$ cat src/design/osc_ram.sv
// Generic single-port-write, single-port-read RAM with registered read.
`default_nettype none
module osc_ram #(
  parameter int unsigned WIDTH = 33,
  parameter int unsigned DEPTH = 144,
  parameter int unsigned AW = (DEPTH > 1) ? $clog2(DEPTH) : 1
) (
  input  wire logic             clk,
  input  wire logic             we,
  input  wire logic [AW-1:0]    waddr,
  input  wire logic [WIDTH-1:0] wdata,
  input  wire logic [AW-1:0]    raddr,
  output logic      [WIDTH-1:0] rdata
);
  logic [WIDTH-1:0] mem [DEPTH];

  // Write and registered read
  always_ff @(posedge clk) begin
    if (we) begin
      mem[waddr] <= wdata;
    end
    rdata <= mem[raddr];
  end
endmodule
`default_nettype wire

$ cat config.mk
export PLATFORM = sky130hd
export DESIGN_NAME = osc_ram
export DESIGN_NICKNAME = d
export VERILOG_FILES = /design/src/design/osc_ram.sv
export SDC_FILE = /design/constraint.sdc
export NUM_CORES = 2
export LEC_CHECK = 0
export BUFFER_PORTS_ARGS = -buffer_cell sky130_fd_sc_hd__buf_4
export CAP_MARGIN = 10
export CORE_UTILIZATION = 55
export DETAILED_ROUTE_END_ITERATION = 12
export GPL_TIMING_DRIVEN = 0
export PLACE_DENSITY = 0.78
export SETUP_SLACK_MARGIN = 0.1
export SKIP_CTS_REPAIR_TIMING = 1
export SLEW_MARGIN = 20
export SYNTH_ARGS = -nofsm -noshare
export SYNTH_HDL_FRONTEND = slang
export SYNTH_MEMORY_MAX_BITS = 65536
export SYNTH_SLANG_ARGS = --single-unit
$ cat constraint.sdc
create_clock -name clk -period 4 [get_ports clk]
set_input_delay 0.4 -clock clk [delete_from_list [all_inputs] [get_ports clk]]
set_output_delay 0.4 -clock clk [all_outputs]
set_load 0.02 [all_outputs]
# == Word level (Yosys, flattened, before mapping) ==
# Memories as Yosys holds them, arrays and structs flattened. A register that Yosys moved wholly into a read port is not among the register bits.
# Index checks and enable logic that the tools add are counted.
# totals
mem_bits_rw,4752
n_memories,1
output_inout_bits,33
regBits,0
elab_cells,3
in_bits,51
# memory_table
name,depth,word_bits,read_ports,rd_ports_with_merged_regs,write_ports,line,text
mem,144,33,1,1,1,15,logic [WIDTH-1:0] mem [DEPTH];
# op_classes
mux,2
# ops
op,count
two-way mux 1 bit,2

# == Depth between registers and ports, before layout ==
# logic_depth
depth_word,2
ltp_mapped,12

# == Worst setup path before layout ==
# No wires, ideal clock.
# synth_timing
path_type,input -> register
start,input waddr[3]
end,memory mem[123][0] (enable)
slack_ns,0.852
t_arrival_ns,2.725
path_buffers,2
setup_ns,0.423
cell_stages,5
cell_sequence,clkbuf_1 -> nor2b_1 -> clkbuf_1 -> nand4_1 -> nor2_1
# synth_lines
element,line,text
start: declaration,10,"input wire logic [AW-1:0] waddr,"
end: declaration,15,
# No word-level cell before the write port.

==> out/results.txt <==
Status -> complete, but fails checks
Failing checks -> setup timing
# DRC -> 0
Vias in the first global route -> 97400
Layout cells sized above 1 -> 0.278
Yosys top cell by area -> edfxtp_1
Routed Antenna Nets -> 0
Cell Count Post-Placement -> 12900
Die area -> 334000 um^2
Setup TNS -> -5.56 ns
R2r setup slk -> 0.50 ns
Die Height -> 578 um
F_max -> 0.226 GHz
Minimum clock period -> 4.42 ns
Buffer type at the clock tree root -> clkbuf_16
Rel. slew slack -> 0.0737
Later-pin clock latency in the skew report -> 1.04 ns
Final hold vios -> 0
Int Pwr -> 0.0815 W
Sw Pwr -> 0.0240 W
Mux cell area share after synthesis -> 0.157
Reg2Reg Depth -> 6
# rows -> 211
Synth top area cells -> edfxtp_1 78%, mux4_2 13%, mux2i_1 2.4%, o22ai_1 0.69%, nand2_1 0.53%
Max H-tree Level -> 5
Max Cap Viol -> 0
Antenna violations before repair -> 64
Mapped Cells -> 8157
Path type of the worst setup path -> input port to register
Detailed Route WL -> 645000 um
Clock buffer depth -> 4
Reg-to-reg startpoint -> mem[78][1]
Crit share post-route -> 1.11
Largest net degree at the start of global routing -> 145
GR Overflow Total -> 0
Power share of the sequential group -> 0.524
Final Util -> 0.639
Synth Area in Simple Gates -> 0.0148
Final nets -> 9016
Number of DRC markers in iteration 0 -> 21800
Crit. End Element -> register
Via/cell ratio -> 7.38
Synth cell types -> 51
Share of the synthesized area in the top cell type -> 0.782
P&R area growth vs syn -> 15.7%
RR Endpoint -> rdata[1]
Pre-CTS WS -> -1.84 ns
Die span in x -> 578 um
XOR/XNOR share of the synthesized area -> 0
Sequential fraction of the synthesis area -> 0.786
Adder-Cell Fraction of Synth Area -> 0
Dpl hpwl -> 427000 um
Combinational share of power -> 0.065
Synth Flop Type -> edfxtp_1
Vias after detailed routing -> 101000
Crit path DAT -> 5.27 ns
First-pass GRT wire length -> 849000 um
Num CTS Buffers -> 449
Least-Margin Pin Slew -> 1.38 ns
Final worst slack -> -0.424 ns
CTS tree -> done
1st-pass router iterations -> 9
Clock skew -> 0.0627 ns
Post-synth ARST share -> 0
EDFF count, synth -> 4752
Cell area after synthesis -> 182000 um^2
PD cells -> 500 nW/um^2
Synth warn -> 0
Worst-path clk slew -> 0.06 ns
Top Ports -> 84
Largest family of logic cells by synthesized area -> multiplexers
Clk pwr share -> 0.411
Lkg Pwr -> 66.4 nW
Critical path launch point type -> input port
Setup crit end -> rdata[22]
RSZ-0062 raised after global routing -> yes
Overall global routing resource usage -> 0.386
Synth Area in Compound Gates -> 0.0278
Crit path from -> raddr[1]
Synth Register Bits -> 4785
TritonCTS Sinks -> 4785
VDD IR max -> 529 uV
Worst hold path class -> input port to register
Sw Ratio -> 0.228
Final slew viol count -> 0
Syn nets -> 8208
Post-Syn Area per Cell -> 22.4 um^2
Finished Layout Cells -> 13700
Finish-stage setup viols -> 27
CP required -> 4.85 ns
Routability congestion estimate -> 1.06
Initial Utilization -> 0.552
Port bufs -> 74
WL/cell -> 46.9 um
Crit path max fanout -> 10
Core Region -> 330000 um^2
placed cells by master, fill, tap and decap left out, drive strengths merged, types with 12 or more instances in the layout:
cell,Yosys,routed
nor3,33,33
clkbuf,176,748
dfxtp,33,33
edfxtp,4752,4752
buf,287,603
mux2i,445,445
nand3,43,43
a31oi,55,55
and3,12,12
dlygate4sd3,0,32
inv,6,16
clkinvlp,0,18
nand4,20,20
nand2,257,257
o22ai,200,200
bufinv,0,51
a211oi,88,88
o211ai,40,40
a41oi,17,17
a22oi,104,104
o221ai,26,26
o21ai,70,70
diode,0,44
nor2,200,200
a221oi,26,26
clkinv,0,177
a21oi,64,64
nor2b,39,39
mux4,1068,1068
mux2,17,17
Yosys cell counts, types with 64 or more instances:
cell type / number
a211oi_1: 88
a21oi_1: 64
a22oi_1: 104
buf_2: 110
buf_4: 87
clkbuf_1: 176
edfxtp_1: 4752
mux2i_1: 445
mux4_2: 1068
nand2_1: 257
nor2_1: 200
o21ai_0: 69
o22ai_1: 200
critical path, cell delays in order:
cell	delay [ns]
buf_2	0.31
buf_4	0.47
buf_4	0.38
buf_4	0.48
buf_4	0.43
clkbuf_2	0.62
a211oi_1	0.23
a31oi_1	0.81
o21ai_1	0.47
o211ai_1	0.54
cells by family (layout without fill, tap and decap cells):
group           Yosys count  in the layout
mux                    1530           1530
simple gates            630            630
compound gates          743            743
flops                  4785           4785
other cells               0             44
buf+inv                 469           1646
how the worst min path moves through the flow:
| stage | start | to | slack (ns) | cells after the start |
|---|---|---|---|---|
| after detailed placement | rdata[16] | rdata[16] | 0.81 | 1 |
| final | wdata[0] | mem[129][0] | 0.1 | 1 |
| after floorplan | wdata[0] | mem[0][0] | 0.50 | 0 |
| after global placement | rdata[30] | rdata[30] | 0.81 | 1 |
| after global routing | wdata[0] | mem[129][0] | 0.12 | 1 |
| after CTS | wdata[20] | mem[80][20] | -0.22 | 1 |
final cells by class:
cell class	count	area [um^2]
sequential	4785	143000
fill	20400	119000
multi-input combinational	2903	38000
clock buffer	564	11900
timing repair buffer	361	6740
tap	4366	5460
clock inverter	256	2720
buffer	459	2720
antenna	44	110
inverter	6	22.5
flip-flops by register name (all words and copies together) (netlist names):
register	count
rdata	33
mem	4752
power groups by stage:
stage,Combinational [W],Clock [W],Sequential (W)
global placement,0.00590,0,0.0564
detailed placement,0.00631,0,0.0564
CTS,0.00639,0.0430,0.0553
finish,0.00687,0.0433,0.0553
global route,0.00671,0.0447,0.0553
floorplan,0.00260,0,0.0564
metal layers:
layer  track usage  vias to the layer above  wire [um]
met5       0.00525                        -        455
met4         0.311                       30      66100
met3         0.152                     2448     109000
met2         0.554                    11100     276000
met1         0.467                    51400     193000
li1              -                    36400          -
through the flow:
step / cell area [um^2] / hold slack [ns] / power (W)
floorplan: 182000 / 0.499 / 0.0590
global placement: 188000 / 0.815 / 0.0623
detailed placement: 196000 / 0.810 / 0.0627
CTS: 210000 / -0.224 / 0.105
global route: 211000 / 0.118 / 0.107
finish: 211000 / 0.0952 / 0.105
No activity file was read; power rests on OpenSTA's default activity.
