<file path="src/design/osc_bound_unit.sv">
// Saturating bound adder with optional floor halving of both operands.
`default_nettype none
module osc_bound_unit #(
  parameter int unsigned BW = 32
) (
  input  wire logic          half_en,
  input  wire logic [BW-1:0] a_v,
  input  wire logic          a_inf,
  input  wire logic [BW-1:0] b_v,
  input  wire logic          b_inf,
  output logic      [BW-1:0] s_v,
  output logic               s_inf
);
  logic signed [BW-1:0] ah, bh;
  logic signed [BW:0]   sum;
  logic signed [BW:0]   bmax, bmin;

  // Halve (arithmetic shift floors) then add with saturation
  always_comb begin
    ah = half_en ? ($signed(a_v) >>> 1) : $signed(a_v);
    bh = half_en ? ($signed(b_v) >>> 1) : $signed(b_v);
    sum = {ah[BW-1], ah} + {bh[BW-1], bh};
    bmax = {2'b00, {(BW-1){1'b1}}};
    bmin = {2'b11, {(BW-1){1'b0}}};
    s_inf = 1'b0;
    s_v = sum[BW-1:0];
    if (a_inf || b_inf || sum > bmax) begin
      s_inf = 1'b1;
      s_v = '0;
    end else if (sum < bmin) begin
      s_v = bmin[BW-1:0];
    end
  end
endmodule
`default_nettype wire

</file>
<file path="config.mk">
export PLATFORM = sky130hd
export DESIGN_NAME = osc_bound_unit
export DESIGN_NICKNAME = d
export VERILOG_FILES = /design/src/design/osc_bound_unit.sv
export SDC_FILE = /design/constraint.sdc
export NUM_CORES = 1
export LEC_CHECK = 0
export ABC_AREA = 1
export BUFFER_PORTS_ARGS = -buffer_cell sky130_fd_sc_hd__buf_4
export CORE_ASPECT_RATIO = 1.1
export CORE_MARGIN = 2
export CORE_UTILIZATION = 50
export DETAILED_ROUTE_END_ITERATION = 6
export MAX_ROUTING_LAYER = met4
export PLACE_DENSITY_LB_ADDON = 0.05
export SLEW_MARGIN = 10
export SYNTH_ARGS = -nofsm -noshare
export SYNTH_HDL_FRONTEND = slang
export SYNTH_SLANG_ARGS = --single-unit
</file>
<file path="constraint.sdc">
create_clock -name vclk -period 6
set_clock_uncertainty 0.15 [all_clocks]
set_input_delay 0.3 -clock vclk [all_inputs]
set_output_delay 0.3 -clock vclk [all_outputs]
set_load 0.01 [all_outputs]
</file>
* After elaboration in Yosys (flattened, before gate mapping) *
Cells that the tools add are included.
W data, S select, Z words.

word-level totals
  register bits = 0
  input port bits = 67
  output and inout port bits = 33
  word-level logic and storage cells = 10

cells by class
  add/sub/neg operators = 1
  $lt $le $gt $ge = 2
  multiplexer cells = 5
  reductions and logical operators = 2

operators with widths
  cell                    count
  $mux W32                2
  $mux W31                2
  $add A32 B32 Y33        1
  $gt A33 B32 Y1 const B  1
  $lt A33 B32 Y1 const B  1
  $logic_or A1 B1 Y1      2
  $mux W1                 1

* Longest topological paths before layout *
Gate-level depths: netlist (run 1).

  word-level depth = 5
  gate-level depth with buffers = 20
  gate-level depth less buffers = 18

* Least setup slack after synthesis (run 1) *
No wires, ideal clock.

  kind = input to output
  start point = in half_en
  end point = out s_v[23]
  arrival = 2.543 ns
  required time = 5.550 ns
  slack = 3.007 ns
  stages = 17
  buffers on the path = 3
  cell sequence = clkbuf_1 -> clkbuf_1 -> nor2_1 -> a21oi_1 -> ha_1 -> nand2_1 -> inv_1 -> a21oi_2 -> nand2_1 -> a21oi_1 -> nand2_1 -> nand2_1 -> nand2_2 -> nand2_2 -> nand2_4 -> buf_6 -> nor2_1

between the ends
  cells in the longest elaborated chain, start to end = 5
  elaborated cells between the ends (all ways) = 8
  classes of those cells = add/sub: 1; order compare: 2; mux: 4; reduce/logical: 1

ends and longest elaborated chain
  what                                                     line    text
  start: declaration                                       6       input wire logic half_en,
  $mux W31 (on tied branches)                              20, 21
  $add A32 B32 Y33 (*)                                     22      sum = {ah[BW-1], ah} + {bh[BW-1], bh};
  $lt A33 B32 Y1 / $gt A33 B32 Y1 (equally long branches)  30, 27
  $mux W32 / $logic_or A1 B1 Y1 (equally long branches)    30, 27
  $mux W32 (*)                                             27      if (a_inf || b_inf || sum > bmax) begin
  end: declaration                                         11      output logic [BW-1:0] s_v,

Mark *: on every way between the ends. The rest lies on a longest branch, timed or not.

* Worst setup path after layout (run 1) *
  start point = in half_en
  end point = out s_v[2]

The elaborated chain is that of the path after synthesis.

==> qor.txt, run 1 <==
Minimum setup slack after placement - 1.87 ns
Combinational family with the most area after synthesis - simple AND/OR/NAND/NOR gates
Post-synthesis simple-gate area fraction - 0.489
Post-CTS Repair Setup Buffers - 0
Total nets after synthesis - 791
Num ports - 100
Diodes inserted - 0
Worst Path Arrival - 3.68 ns
Worst hold path cell count - 3
Share of cell area taken by muxes after synthesis - 0.00676
Number of hold-repair buffers added at the cts stage - 0
Number of placement rows - 31
Sw Ratio - 0.610
Worst IR Drop VDD - 0.0931 mV
Sequential cells - 0
Vias in the first global route - 3730
Layout clock buffers - 0
Min Tclk post-route - 4.13 ns
Compound-Gate Fraction of Synth Area - 0.172
Die Span Y - 89.6 microns
Detailed router's first-iteration violation count - 164
Placed cell areas - 4080 sq um
Routed WL per cell - 11.5 microns
Category of the worst setup path capture point - primary output
Die Footprint - 7340 sq um
Sequential element share of the synthesized area - 0
Setup crit start kind - primary input
Class of the tightest hold or removal check - in2out
Post-synthesis share of cell area spent on xor and xnor gates - 0.0499
Final count of hold timing violations - 0
CP most frequent cell - sky130_fd_sc_hd__nand2_2
Relative slew slack - 0.362
Remaining number of nets flagged by the antenna check after routing - 0
P_leak - 2.50 nW
DR vias/cell - 4.95
Final total negative setup slack - 0 ns
Post-synthesis cell count - 691
Fraction of final layout cells sized beyond drive strength 1 - 0.174
Terminating pin of the worst hold path - s_v[31]
Nets - 874
Switching Power - 330 uW
Area taken by flip-flops and latches - 0 sq um
First-pass GRT wire length - 15800 microns
Die Wd - 81.9 microns
Yosys warning count - 0
Ordered list of cells on the worst path - buf_4, mux2_2, ha_1, inv_1, fa_1, inv_1, nand2_1, nand2_1, nand3_1, nand2_2, nand2_2, nand2_2, nand2_2, nand3_1, nand2_1, nand2_2, nand2_1, nor2_2, buf_4
Total wirelength of the detailed-routed design - 9810 microns
Area of the core region - 6520 sq um
Global-route usage over all layers - 0.275
Power, Total - 541 uW
Antenna violations before repair - 0
Startpoint of the worst hold path - b_inf
Number of gates resized after CTS - 0
Number of search-and-repair iterations in the first detailed-routing pass - 5
Effective utilization at floorplan - 0.512
Sequential share of power - 0
Combinational Power Share - 1.000
Worst Max-Slew Pin Slew - 0.957 ns
Cell area after synthesis - 3330 sq um
Global route total overflow - 0
Area taken by multi-input logic gates - 2810 sq um
Slowest CP cell - sky130_fd_sc_hd__buf_4
Required @ worst endpoint - 5.55 ns
Post-route DRC violation count - 0
Clock Power Share - 0
Share of the core filled with cells in the final layout - 0.626
Fill cell instance count of the final layout - 706
Final setup viols - 0
RSZ-0062 raised after global routing - no
Critical path type - in2out
Largest fanout of any net on the critical path - 122
Post-Syn Area per Cell - 4.82 sq um
Detail Placement HPWL - 8360 microns
Final GP Congestion - 0.937
Delay of the slowest cell on the worst path - 0.72 ns
Power Dens Cells - 132 nW/um^2
Area growth, synth to finish - 22.4%
Timing-limited maximum frequency - 242 MHz
Area share of fa/ha/maj cells after synthesis - 0.126
Max-capacitance violation count - 0
Outcome - complete, no violations
Internal portion of total power - 211 uW
Total via count in the routed design - 4224
Max-slew violation total from the final report - 0
Fin area - 4080 sq um
Number of port buffers - 100
Final setup slack of the worst path - 1.87 ns
Pin count of the biggest net entering global routing - 123
Post-route fraction of the period consumed by the critical path - 0.688
Distinct cell type count of the synthesized netlist - 24
[worst max-delay path: cells and delay by family]
kind          cells  cell delay (ns)
simple gates     12             1.45
fa+ha+maj         2             0.60
mux               1             0.32
buf+inv           4             1.01
[worst max-delay path by stage]
stage,endpoint,from,cells after the start
2_1_floorplan,s_v[23],half_en,17
3_3_place_gp,s_v[21],half_en,19
3_5_place_dp,s_v[25],half_en,19
4_1_cts,s_v[21],half_en,19
5_1_grt,s_v[21],half_en,19
6_report,s_v[2],half_en,19
[Yosys cell counts (3+ instances only)]
cell type / number / area share
sky130_fd_sc_hd__nand2_1: 245 / 0.28
sky130_fd_sc_hd__inv_1: 111 / 0.13
sky130_fd_sc_hd__nor2_1: 95 / 0.11
sky130_fd_sc_hd__a21oi_1: 54 / 0.081
sky130_fd_sc_hd__o21ai_0: 37 / 0.056
sky130_fd_sc_hd__ha_1: 32 / 0.12
sky130_fd_sc_hd__nand3_1: 22 / 0.033
sky130_fd_sc_hd__xor2_1: 17 / 0.045
sky130_fd_sc_hd__nand2_2: 14 / 0.026
sky130_fd_sc_hd__nor2_2: 14 / 0.026
sky130_fd_sc_hd__clkbuf_1: 13 / 0.015
sky130_fd_sc_hd__o21bai_1: 11 / 0.025
sky130_fd_sc_hd__nor3_1: 4 / 0.0060
sky130_fd_sc_hd__a21oi_2: 3 / 0.0079
sky130_fd_sc_hd__buf_4: 3 / 0.0068
sky130_fd_sc_hd__buf_6: 3 / 0.010
[metal layers]
metal | track usage | wire length [microns]
met1 | 0.309 | 4150
met2 | 0.520 | 4950
met3 | 0.00400 | 358
met4 | 0.0955 | 350
met5 | - | 0
[cell usage in the layout (no fill, tap or decap)]
cell	instances
sky130_fd_sc_hd__nand2_1	245
sky130_fd_sc_hd__nand2_2	14
sky130_fd_sc_hd__nand3_1	22
sky130_fd_sc_hd__nand2_4	1
sky130_fd_sc_hd__fa_1	1
sky130_fd_sc_hd__mux2_2	2
sky130_fd_sc_hd__a21oi_2	3
sky130_fd_sc_hd__nand4_1	2
sky130_fd_sc_hd__nor2_1	95
sky130_fd_sc_hd__xor2_1	17
sky130_fd_sc_hd__or2_1	2
sky130_fd_sc_hd__xnor2_1	2
sky130_fd_sc_hd__nor2_2	14
sky130_fd_sc_hd__o21bai_1	11
sky130_fd_sc_hd__buf_4	100
sky130_fd_sc_hd__o21ai_0	37
sky130_fd_sc_hd__ha_1	32
sky130_fd_sc_hd__a21oi_1	54
sky130_fd_sc_hd__and2_1	2
sky130_fd_sc_hd__nor3_1	4
sky130_fd_sc_hd__o21a_1	1
sky130_fd_sc_hd__inv_1	111
[cells by family after synthesis]
logic type,count (synthesis)
xor+xnor,19
simple gates,401
compound gates,106
mux,2
fa+ha+maj,33
buf+inv,130
[power groups by stage]
stage,logic [mW],clock network (mW),registers (mW)
after detailed placement,0.537,0,0
after global routing,0.613,0,0
after floorplan,0.388,0,0
after CTS,0.539,0,0
after global placement,0.530,0,0
final,0.541,0,0
[area by class of cell]
class,instances,area share
repair buffers,100,0.184
multi-input cells,561,0.689
inverters,111,0.102
well taps,82,0.0251
[stage by stage]
stage,cells,hold WS (ns)
floorplan,691,0.501
global placement,854,0.701
detailed placement,854,0.704
CTS,854,0.704
global route,854,0.720
finish,854,0.704
No activity file was read; power rests on OpenSTA's default activity.
==> run 2, diff against run 1 <==
==> constraint.sdc (replaced) <==
create_clock -name vclk -period 4.3
set_clock_uncertainty 0.15 [all_clocks]
set_input_delay 0.215 -clock vclk [all_inputs]
set_output_delay 0.215 -clock vclk [all_outputs]
set_load 0.01 [all_outputs]
==> run 2 against run 1 <==
Against the previous run: count of clock-buffer cells in the layout unchanged; sequential share of layout area is the same; worst hold slack worse by 0.17 ns; die area is the same; via count decreased by 0.43%; worst setup slack worse by 1.2 ns; wire length shrank 2.3%; design area is 0.49% higher; largest power group unchanged; highest routed layer unchanged.
==> qor.txt, run 2 (synthesized netlist as in run 1, its figures left out) <==
Worst IR Drop VDD - 0.127 mV
Layout clock buffers - 0
Area growth, synth to finish - 23.0%
Total wirelength of the detailed-routed design - 9580 microns
Clock Power Share - 0
Largest fanout of any net on the critical path - 122
Detail Placement HPWL - 8220 microns
Commonest non-fill, non-tap cell in the layout - sky130_fd_sc_hd__nand2_1
Routed WL per cell - 11.2 microns
Global route total overflow - 0
Startpoint of the worst hold path - a_inf
Combinational Power Share - 1.000
Met2 layer usage reported by global route - 0.512
Area taken by flip-flops and latches - 0 sq um
Critical path type - in2out
Final setup viols - 0
Required @ worst endpoint - 3.93 ns
Most frequent cells in the layout - 245 x sky130_fd_sc_hd__nand2_1, 111 x sky130_fd_sc_hd__inv_1, 100 x sky130_fd_sc_hd__buf_4
Power Dens Cells - 183 nW/um^2
Antenna violations before repair - 0
Effective utilization at floorplan - 0.512
Final setup slack of the worst path - 0.696 ns
Final GP Congestion - 0.926
Number of search-and-repair iterations in the first detailed-routing pass - 5
Share of the core filled with cells in the final layout - 0.629
P_leak - 2.51 nW
Setup crit start kind - primary input
Worst Path Arrival - 3.24 ns
Internal portion of total power - 296 uW
Post-route DRC violation count - 0
Nets - 875
Die Wd - 81.9 microns
Relative slew slack - 0.613
Fill cell instance count of the final layout - 689
Final total negative setup slack - 0 ns
Final count of hold timing violations - 0
Most congested layer reported by global routing - met2
Min Tclk post-route - 3.60 ns
Max-capacitance violation count - 0
Die Span Y - 89.6 microns
Worst Max-Slew Pin Slew - 0.579 ns
Diodes inserted - 0
Sw Ratio - 0.607
Post-CTS Repair Setup Buffers - 0
Max-slew violation total from the final report - 0
Terminating pin of the worst hold path - s_v[31]
DR vias/cell - 4.92
Sequential cells - 0
Worst hold path cell count - 3
Global-route track usage on met3 - 0.00800
Num ports - 100
Detailed router's first-iteration violation count - 191
Fraction of final layout cells sized beyond drive strength 1 - 0.175
Class of the tightest hold or removal check - in2out
Sequential share of power - 0
Cell count after placement - 855
Number of gates resized after CTS - 0
First-pass GRT wire length - 15500 microns
Total via count in the routed design - 4206
Post-route fraction of the period consumed by the critical path - 0.838
Area of the core region - 6520 sq um
Final Non-Filler Cells - 855
Hold Slack - 0.534 ns
Pin count of the biggest net entering global routing - 123
Number of port buffers - 100
RSZ-0062 raised after global routing - no
Minimum setup slack after placement - 0.679 ns
Category of the worst setup path capture point - primary output
Vias in the first global route - 3602
Remaining number of nets flagged by the antenna check after routing - 0
Outcome - complete, no violations
Timing-limited maximum frequency - 277 MHz
Number of hold-repair buffers added at the cts stage - 0
Global-route usage over all layers - 0.267
Met1 Usage GRT - 0.305
Die Footprint - 7340 sq um
Number of placement rows - 31
Switching Power - 457 uW
-- run 2: stage by stage --
step | cell area (sq um) | power, mW
floorplan | 3330 | 0.542
global placement | 4100 | 0.741
detailed placement | 4100 | 0.750
CTS | 4100 | 0.753
global route | 4100 | 0.854
finish | 4100 | 0.752
-- run 2: cell type report --
cell class                 instances  area [sq um]  share of cell area
inverter                         111           417               0.102
multi-input combinational        561          2810               0.685
tap                               82           103              0.0250
timing repair buffer             101           771               0.188
-- run 2: worst max path at each step --
stage	slack [ns]	to	start	cells past startpoint
final	0.70	s_v[2]	half_en	21
after global routing	0.41	s_v[2]	half_en	21
after CTS	0.68	s_v[2]	half_en	21
after detailed placement	0.68	s_v[2]	half_en	21
after global placement	0.88	s_v[21]	half_en	21
after floorplan	1.48	s_v[23]	half_en	17
-- run 2: layer usage --
metal,vias up,routed length [microns]
li1,2287,-
met1,1782,4110
met2,118,4820
met3,19,419
met4,0,232
met5,-,0
-- run 2: power by group through the flow --
stage / Combinational [mW] / Clock [mW] / Sequential, mW
final: 0.752 / 0 / 0
after global routing: 0.854 / 0 / 0
after CTS: 0.753 / 0 / 0
after detailed placement: 0.750 / 0 / 0
after global placement: 0.741 / 0 / 0
after floorplan: 0.542 / 0 / 0
-- run 2: critical path, cell delays in order --
cell and delay [ns]:
sky130_fd_sc_hd__buf_4 0.09, sky130_fd_sc_hd__buf_12 0.34, sky130_fd_sc_hd__mux2_2 0.39, sky130_fd_sc_hd__ha_1 0.23, sky130_fd_sc_hd__inv_1 0.09, sky130_fd_sc_hd__fa_1 0.20, sky130_fd_sc_hd__inv_1 0.06, sky130_fd_sc_hd__nand2_1 0.05
sky130_fd_sc_hd__nand2_1 0.06, sky130_fd_sc_hd__nand3_1 0.08, sky130_fd_sc_hd__nand2_2 0.09, sky130_fd_sc_hd__nand2_2 0.08, sky130_fd_sc_hd__nand2_2 0.08, sky130_fd_sc_hd__nand2_2 0.09, sky130_fd_sc_hd__nand2_1 0.07, sky130_fd_sc_hd__nand2_1 0.07
sky130_fd_sc_hd__nand2_1 0.06, sky130_fd_sc_hd__nand2_2 0.44, sky130_fd_sc_hd__nand2_1 0.17, sky130_fd_sc_hd__nor2_2 0.12, sky130_fd_sc_hd__buf_4 0.13
==> run 3, diff against run 2 <==
==> constraint.sdc (replaced) <==
create_clock -name vclk -period 3.6
set_clock_uncertainty 0.15 [all_clocks]
set_input_delay 0.18 -clock vclk [all_inputs]
set_output_delay 0.18 -clock vclk [all_outputs]
set_load 0.01 [all_outputs]
==> run 3 against run 2 <==
Against the previous run: utilization is 0.56 points higher; sequential share of layout area unchanged; count of clock-buffer cells in the layout unchanged; worst hold slack worse by 0.069 ns; critical path depth fell by 4; non-clock buffer count up 2; largest cell class unchanged; largest power group unchanged; highest routed layer unchanged.
==> qor.txt, run 3 (synthesized netlist as in run 1, its figures left out) <==
Layout clock buffers - 0
Terminating pin of the worst hold path - s_v[31]
Worst Path Arrival - 2.99 ns
Die Span Y - 89.6 microns
RSZ-0062 raised after global routing - no
Category of the worst setup path capture point - primary output
Pin count of the biggest net entering global routing - 71
Timing-limited maximum frequency - 302 MHz
Commonest non-fill, non-tap cell in the layout - sky130_fd_sc_hd__nand2_1
Outcome - complete, no violations
First-pass GRT wire length - 15900 microns
Setup crit start kind - primary input
Vias in the first global route - 3772
Number of port buffers - 100
Area of the core region - 6520 sq um
Slowest CP cell - sky130_fd_sc_hd__ha_1
Post-route DRC violation count - 0
Startpoint of the worst hold path - a_inf
Kind of cell adding the most delay to the critical path - simple AND/OR/NAND/NOR gates
Critical path type - in2out
Die Wd - 81.9 microns
Final count of hold timing violations - 0
Num ports - 100
Final setup viols - 0
Max-slew violation total from the final report - 0
Global route total overflow - 0
Remaining number of nets flagged by the antenna check after routing - 0
Number of placement rows - 31
P_leak - 2.53 nW
Worst hold path cell count - 3
Effective utilization at floorplan - 0.512
Number of hold-repair buffers added at the cts stage - 0
Nets - 877
Number of buffers and inverters on the critical path - 4
Area taken by flip-flops and latches - 0 sq um
Die Footprint - 7340 sq um
Antenna violations before repair - 0
Critical Path Start - half_en
Routed WL per cell - 11.6 microns
Total wirelength of the detailed-routed design - 9910 microns
Global-route usage over all layers - 0.277
Final GP Congestion - 0.916
Diodes inserted - 0
Class of the tightest hold or removal check - in2out
Min Tclk post-route - 3.32 ns
Number of search-and-repair iterations in the first detailed-routing pass - 4
Worst Max-Slew Pin Slew - 0.413 ns
Fraction of final layout cells sized beyond drive strength 1 - 0.177
Final total negative setup slack - 0 ns
Detailed router's first-iteration violation count - 118
Area growth, synth to finish - 24.1%
Most frequent cells in the layout - 245 x sky130_fd_sc_hd__nand2_1, 111 x sky130_fd_sc_hd__inv_1, 101 x sky130_fd_sc_hd__buf_4
Post-route fraction of the period consumed by the critical path - 0.921
Total via count in the routed design - 4245
Worst IR Drop VDD - 0.186 mV
Share of the core filled with cells in the final layout - 0.635
Sequential cells - 0
Relative slew slack - 0.722
Fill cell instance count of the final layout - 746
Power, Total - 917 uW
Detail Placement HPWL - 8710 microns
Largest fanout of any net on the critical path - 70
Max-capacitance violation count - 0
DR vias/cell - 4.95
Delay of the slowest cell on the worst path - 0.38 ns
Area taken by multi-input logic gates - 2820 sq um
Ordered list of cells on the worst path - buf_4, buf_12, o21ai_0, ha_1, a21oi_1, nand2_1, a21oi_1, nand2_2, nand2_2, nand2_1, nand2_1, nand2_1, nand2_2, buf_12, nand2_1, nor2_1, buf_4
CP most frequent cell - sky130_fd_sc_hd__nand2_1
Required @ worst endpoint - 3.27 ns
Power Dens Cells - 222 nW/um^2
Post-CTS Repair Setup Buffers - 0
## run 3: how the worst max path moves through the flow
stage	to	slack (ns)	cells past startpoint
after detailed placement	s_v[0]	0.27	19
after CTS	s_v[0]	0.27	19
after global placement	s_v[1]	0.42	17
after global routing	s_v[16]	0.003	19
after floorplan	s_v[23]	0.85	17
final	s_v[16]	0.28	17
## run 3: power by group
part / internal, mW / switching, mW
clock: 0 / 0
combinational: 0.363 / 0.554
sequential: 0 / 0
total: 0.363 / 0.554
## run 3: final cells by class
cell class / instances / area share
multi-input combinational: 561 / 0.682
timing repair buffer: 103 / 0.193
inverter: 111 / 0.101
tap: 82 / 0.0248
## run 3: timing repair
action / 4_1_cts / 5_1_grt
gates resized for setup: 0 / 2
setup endpoints to repair: 0 / 17
hold endpoints to repair: 0 / 0
## run 3: metrics by stage
step                      cells  instance area [sq um]  hold slack [ns]  setup WS [ns]
after floorplan             691                   3330            0.261          0.847
after global placement      857                   4130            0.463          0.416
after detailed placement    857                   4130            0.467          0.271
after CTS                   857                   4130            0.467          0.268
after global routing        857                   4140            0.473        0.00327
final                       857                   4140            0.465          0.284
## run 3: routing by layer
| metal | global-route usage | routed length, microns | up-vias |
|---|---|---|---|
| li1 | - | - | 2298 |
| met4 | 0.0439 | 157 | 0 |
| met2 | 0.574 | 5380 | 77 |
| met1 | 0.294 | 4160 | 1856 |
| met3 | 0.00100 | 223 | 14 |
| met5 | - | 0 | - |
